File: config.mk
export PLATFORM = sky130hd
export DESIGN_NAME = bop_mul
export DESIGN_NICKNAME = d
export VERILOG_FILES = /design/src/rtl/binomial_european_option_pricer_defines.svh /design/src/rtl/bop_pkg.sv /design/src/rtl/bop_mul.sv
export SDC_FILE = /design/constraint.sdc
export NUM_CORES = 2
export LEC_CHECK = 0
export BUFFER_PORTS_ARGS = -buffer_cell sky130_fd_sc_hd__buf_2
export CAP_MARGIN = 10
export CORE_MARGIN = 2
export CORE_UTILIZATION = 38
export CTS_CLUSTER_SIZE = 40
export DETAILED_ROUTE_END_ITERATION = 10
export GPL_TIMING_DRIVEN = 1
export MAX_ROUTING_LAYER = met4
export PLACE_DENSITY = 0.56
export SETUP_SLACK_MARGIN = 0.5
export SLEW_MARGIN = 40
export SYNTH_ARGS = -nofsm -noshare
export SYNTH_HDL_FRONTEND = slang
export SYNTH_SLANG_ARGS = --single-unit
File: constraint.sdc
create_clock -name i_clk -period 20.9 [get_ports i_clk]
set_input_delay 2.09 -clock i_clk [delete_from_list [all_inputs] [get_ports i_clk]]
set_output_delay 2.09 -clock i_clk [all_outputs]
set_load 0.05 [all_outputs]
File: src/rtl/binomial_european_option_pricer_defines.svh
// Assertion macros for the binomial option pricer.
`ifndef BINOMIAL_EUROPEAN_OPTION_PRICER_DEFINES_SVH
`define BINOMIAL_EUROPEAN_OPTION_PRICER_DEFINES_SVH

`ifndef SYNTHESIS
`define BOP_ASSERT_IMPL(lbl, ante, cons) \
lbl: assert property (@(posedge i_clk) disable iff (!i_rst_n) (ante) |-> (cons)) \
    else $error("bop assertion failed");
`define BOP_ASSERT_NEXT(lbl, ante, cons) \
lbl: assert property (@(posedge i_clk) disable iff (!i_rst_n) (ante) |=> (cons)) \
    else $error("bop assertion failed");
`else
`define BOP_ASSERT_IMPL(lbl, ante, cons)
`define BOP_ASSERT_NEXT(lbl, ante, cons)
`endif

`endif

File: src/rtl/bop_pkg.sv
`timescale 1ns / 1ps
package bop_pkg;
    localparam int MAX_STEPS = 256;
    localparam int WDEPTH    = MAX_STEPS + 1;
    localparam int WADDR_W   = $clog2(WDEPTH);
    localparam int CFG_IDX_W = 3;

    localparam logic [CFG_IDX_W-1:0] REG_UP    = 3'd0;
    localparam logic [CFG_IDX_W-1:0] REG_DOWN  = 3'd1;
    localparam logic [CFG_IDX_W-1:0] REG_PROB  = 3'd2;
    localparam logic [CFG_IDX_W-1:0] REG_DISC  = 3'd3;
    localparam logic [CFG_IDX_W-1:0] REG_STEPS = 3'd4;

    localparam logic [32:0] ONE_Q32 = 33'h1_0000_0000;
    localparam logic [59:0] ONE_Q28 = 60'h000_0000_1000_0000;

    typedef enum logic [18:0] {
        S_IDLE   = 19'b000_0000_0000_0000_0001,
        S_WINIT  = 19'b000_0000_0000_0000_0010,
        S_WRD    = 19'b000_0000_0000_0000_0100,
        S_WM1    = 19'b000_0000_0000_0000_1000,
        S_WM2    = 19'b000_0000_0000_0001_0000,
        S_WWR    = 19'b000_0000_0000_0010_0000,
        S_NSTART = 19'b000_0000_0000_0100_0000,
        S_FSEL   = 19'b000_0000_0000_1000_0000,
        S_FM1    = 19'b000_0000_0001_0000_0000,
        S_FM2    = 19'b000_0000_0010_0000_0000,
        S_FCB    = 19'b000_0000_0100_0000_0000,
        S_PAY    = 19'b000_0000_1000_0000_0000,
        S_TM1    = 19'b000_0001_0000_0000_0000,
        S_TM2    = 19'b000_0010_0000_0000_0000,
        S_TACC   = 19'b000_0100_0000_0000_0000,
        S_D1     = 19'b000_1000_0000_0000_0000,
        S_D2     = 19'b001_0000_0000_0000_0000,
        S_D3     = 19'b010_0000_0000_0000_0000,
        S_OUT    = 19'b100_0000_0000_0000_0000
    } t_state;
endpackage

File: src/rtl/bop_mul.sv
`timescale 1ns / 1ps
module bop_mul import bop_pkg::*; (
    input  logic        i_clk,
    input  logic [32:0] i_a,
    input  logic [32:0] i_b,
    output logic [65:0] o_prod
);
    logic [65:0] r_prod;

    always_ff @(posedge i_clk) begin
        r_prod <= i_a * i_b;
    end

    assign o_prod = r_prod;
endmodule

## Word level (Yosys, flattened, before mapping)

Index checks and enable logic that the tools add are counted.

| storage, ports and cells | value |
|---|---|
| flip-flop bits (word level) | 66 |
| latch bits | 0 |
| RAM bits | 0 |
| memory bits (read-only) | 0 |
| input bits | 67 |
| output and inout bits | 66 |
| memories | 0 |

| cells by class | value |
|---|---|
| add/subtract/negate cells | 0 |
| multiply operators | 1 |
| divide/modulo/power cells | 0 |
| order comparisons | 0 |
| equal/unequal tests | 0 |
| shift-type cells | 0 |
| mux-type cells | 0 |
| bitwise operators | 0 |
| reduce and logical (&&, ||, !) cells | 0 |

Operators by type and width:

| kind | number |
|---|---|
| 33-bit by 33-bit multiplier with 66-bit output | 1 |

## Logic depth before layout (Yosys ltp)

| logic depth | value |
|---|---|
| word-level depth | 1 |
| mapped depth | 30 |

## Worst setup path after synthesis

No wires, ideal clock.

| timing | value |
|---|---|
| path type | input port to flip-flop |
| from | input port i_b[0] |
| to | register r_prod[58], in the netlist o_prod[58] |
| setup time | 0.072 ns |
| arrival time | 9.122 ns |
| slack | 11.706 ns |
| stages | 28 |
| path buffers | 2 |
| cell sequence | clkbuf_1 and2_1 fa_1 inv_1 fa_1 inv_1 fa_1 inv_1 fa_1 inv_1 fa_1 fa_1 fa_1 inv_1 fa_1 inv_1 ha_1 buf_2 nand2_1 or4_1 or3_1 o22ai_1 o211a_1 o21ai_2 nand3b_4 o31a_1 o21ai_2 xor2_1 |

| on the way | value |
|---|---|
| longest elaborated chain between the ends | 1 |

RTL lines:

| what | line | source |
|---|---|---|
| start, declared | bop_mul.sv:5 | `input logic [32:0] i_b,` |
| 33-bit by 33-bit multiplier with 66-bit output | bop_mul.sv:11 | `r_prod <= i_a * i_b;` |
| end signal, assigned | bop_mul.sv:11 |  |
| end, declared | bop_mul.sv:8 | `logic [65:0] r_prod;` |

No other way between the ends.

## Final worst setup path

| timing | value |
|---|---|
| from | input port i_b[3] |
| to | register r_prod[64], in the netlist o_prod[64] |

Same word-level chain as after synthesis.

==> flow_summary.toml <==
[die]
die_area_mm2 = 0.0988
floorplan.die.height_um = 314
fp.coreArea_mm2 = 0.0953
floorplan.die.width_um = 314
rows = 113
floorplan.initialDensity_pct = 38.4
io_pins = 133

[yosys]
post_synth_instance_area_mm2 = 0.0366
post_synth_num_cell_types = 57
postSynthCellCount = 4048
post_synth.cell_area_avg_um2 = 9.04
synth-main-ff-cell = "dfxtp_1"
synth.ff_latch_count = 66
synthesis.nets = 5338
yosysWarningCount = 0
synth.yosys.seq_area_share_pct = 3.61
async_flop_share_pct = 0
synth-edff-count = 0

[drt]
drc = 0
route.detailed.wl_per_inst_um = 19.5
routed_wirelength_mm = 103
post_drt_via_cell_ratio = 4.93
drt_iter0_markers = 1225
ant_nets = 0
drt_pre_antenna_iters = 5
vias = 25997

[timing]
final.setup.tns_ns = 0
final_hold_viol_count = 0
grt_setup_unrepaired = "no"
relSlewSlack_pct = 41.3
setup-violations-final = 0
final_min_period_over_clock_period_pct = 48.2
maxClockFrequency_mhz = 99.2
final_max_slew_viol_count = 0
worst_pin_slew_ns = 0.880
finalCriticalPeriod_ns = 10.08

[placed_design]
place_inst = 5253
post_dp_cell_area_mm2 = 0.0382
place.detailed.hpwl_mm = 81.5
io_buffers = 132
gp_congestion = 0.857

[global_routing]
global_route.usage.total_pct = 22.3
via_count_of_the_first_global_routing_pass = 28554
number_of_antenna_violations_at_the_first_check_in_global_routing = 7
grt_max_degree = 34
global_route_wire_length_before_repair_mm = 164
grt_overflow = 0

[worst_setup_path]
worst-endpoint-arrival_ns = 10.37
worstSetupPathType = "in -> reg"
cp-end-kind = "flip-flop"
timing.critical_path.required_ns = 21.18
crit_path_start_kind = "input port"
critical_path_peak_fanout = 33

[worst_hold_path]
min_path_type = "in -> reg"

[clock_network]
worst_setup_hold_path_clk_slew_ns = 0.06
cts_made_buffers = 9
cts_setup_buffers = 0
postCtsResizedCells = 0
cts.hold.buffers_added = 0
clock_tree.root_cell = "clkbuf_16"
cts_htree_levels = 3
clock_tree_from_tritoncts = "built"
cts.sink_count = 66
maximum_clock_insertion_buffer_count = 2

[layout]
post-route-cell-area_mm2 = 0.0386
finalNetCount = 5291
post_route_cells_drive_above_1_share_pct = 4.32
mostFrequentLayoutCell = "inv_1"
syn_to_final_growth_pct = 5.58
layout_common_cells = "inv_1 (1048), fa_1 (958), and2_1 (574), nand2_1 (567), ha_1 (265)"
layoutNonFillerInstCount = 5272
largest_register_ffs = 66

[outcome]
run_status = "finished, final reports clean"

[run]
cap_viol_max_count = 0
## worst max-delay path, stage by stage
cell,delay [ns]
buf_2,0.54
nand2_1,0.17
fa_1,0.57
inv_1,0.05
fa_1,0.45
fa_1,0.60
inv_1,0.09
fa_1,0.54
inv_1,0.05
fa_1,0.48
fa_1,0.50
fa_1,0.60
inv_1,0.08
fa_1,0.49
inv_1,0.04
ha_1,0.37
nand2_1,0.20
nor4b_1,0.62
and4_1,0.27
a32o_1,0.30
o21ai_1,0.15
nand2_1,0.17
a21oi_1,0.11
and3b_1,0.23
o41ai_1,0.39
xor2_1,0.18
## stage by stage
stage          setup WS, ns  util [%]  hold WS (ns)
2_1_floorplan         11.71         -          2.22
3_3_place_gp          10.45      40.1          2.56
3_5_place_dp          10.42      40.1          2.56
4_1_cts               10.78      40.5          2.34
5_1_grt               10.50      40.6          2.34
6_report              10.82      40.6          2.34
## synth_stat cells (2+ instances only)
cell | instances | area [um2]
a211o_1 | 2 | 17.5
a211oi_1 | 5 | 37.5
a21boi_1 | 3 | 22.5
a21o_1 | 31 | 233
a21oi_1 | 73 | 365
a221oi_1 | 2 | 17.5
a31o_1 | 2 | 17.5
a31oi_1 | 6 | 37.5
and2_1 | 574 | 3590
and3_1 | 7 | 43.8
and4_1 | 4 | 35.0
buf_2 | 2 | 10.0
clkbuf_1 | 209 | 785
dfxtp_1 | 66 | 1320
fa_1 | 958 | 19200
ha_1 | 265 | 3320
inv_1 | 1048 | 3930
nand2_1 | 567 | 2130
nand2b_1 | 2 | 12.5
nand3_1 | 10 | 50.1
nand4_1 | 16 | 100
nor2_1 | 33 | 124
nor2b_1 | 6 | 37.5
nor3_1 | 4 | 20.0
nor4_1 | 2 | 12.5
o211ai_1 | 2 | 15.0
o21a_1 | 7 | 52.6
o21ai_0 | 15 | 75.1
o21ai_1 | 23 | 115
o21ai_2 | 2 | 17.5
o21bai_1 | 8 | 60.1
o31a_1 | 2 | 17.5
o31ai_1 | 3 | 22.5
o41ai_1 | 2 | 17.5
or3_1 | 2 | 12.5
xnor2_1 | 41 | 359
xor2_1 | 24 | 210
## per-layer routing
layer / GRT usage [%] / share of wire (%) / vias up
met2: 40.0 / 53 / 651
met1: 26.8 / 39 / 13793
met5: - / 0 / -
met3: 1.85 / 4.1 / 135
met4: 6.60 / 3.3 / 0
li1: - / - / 11418
## cells by family after synthesis
group / share of synthesized area [%]
compound gates: 3.45
buf+inv: 12.9
flops: 3.61
simple gates: 17.0
fa+ha+maj: 61.5
xor+xnor: 1.56
## final timing paths
check / depth (start not counted) / start / end / slack (ns)
worst max-delay path: 26 / i_b[3] / o_prod[64]$_DFF_P_ / 10.82
worst min-delay path: 3 / i_a[0] / o_prod[0]$_DFF_P_ / 2.34
## final cells by class
| class | count | area (um2) |
|---|---|---|
| inverters | 1049 | 3940 |
| diodes | 1 | 2.50 |
| fillers | 9742 | 56600 |
| well taps | 1265 | 1580 |
| clock buffers | 11 | 233 |
| flip-flops and latches | 66 | 1320 |
| multi-input cells | 2722 | 30600 |
| repair buffers | 153 | 916 |
| clock inverters | 5 | 103 |
Power is not shown: default switching activity piles up to over one toggle a cycle in this logic, so the estimate is an artifact.
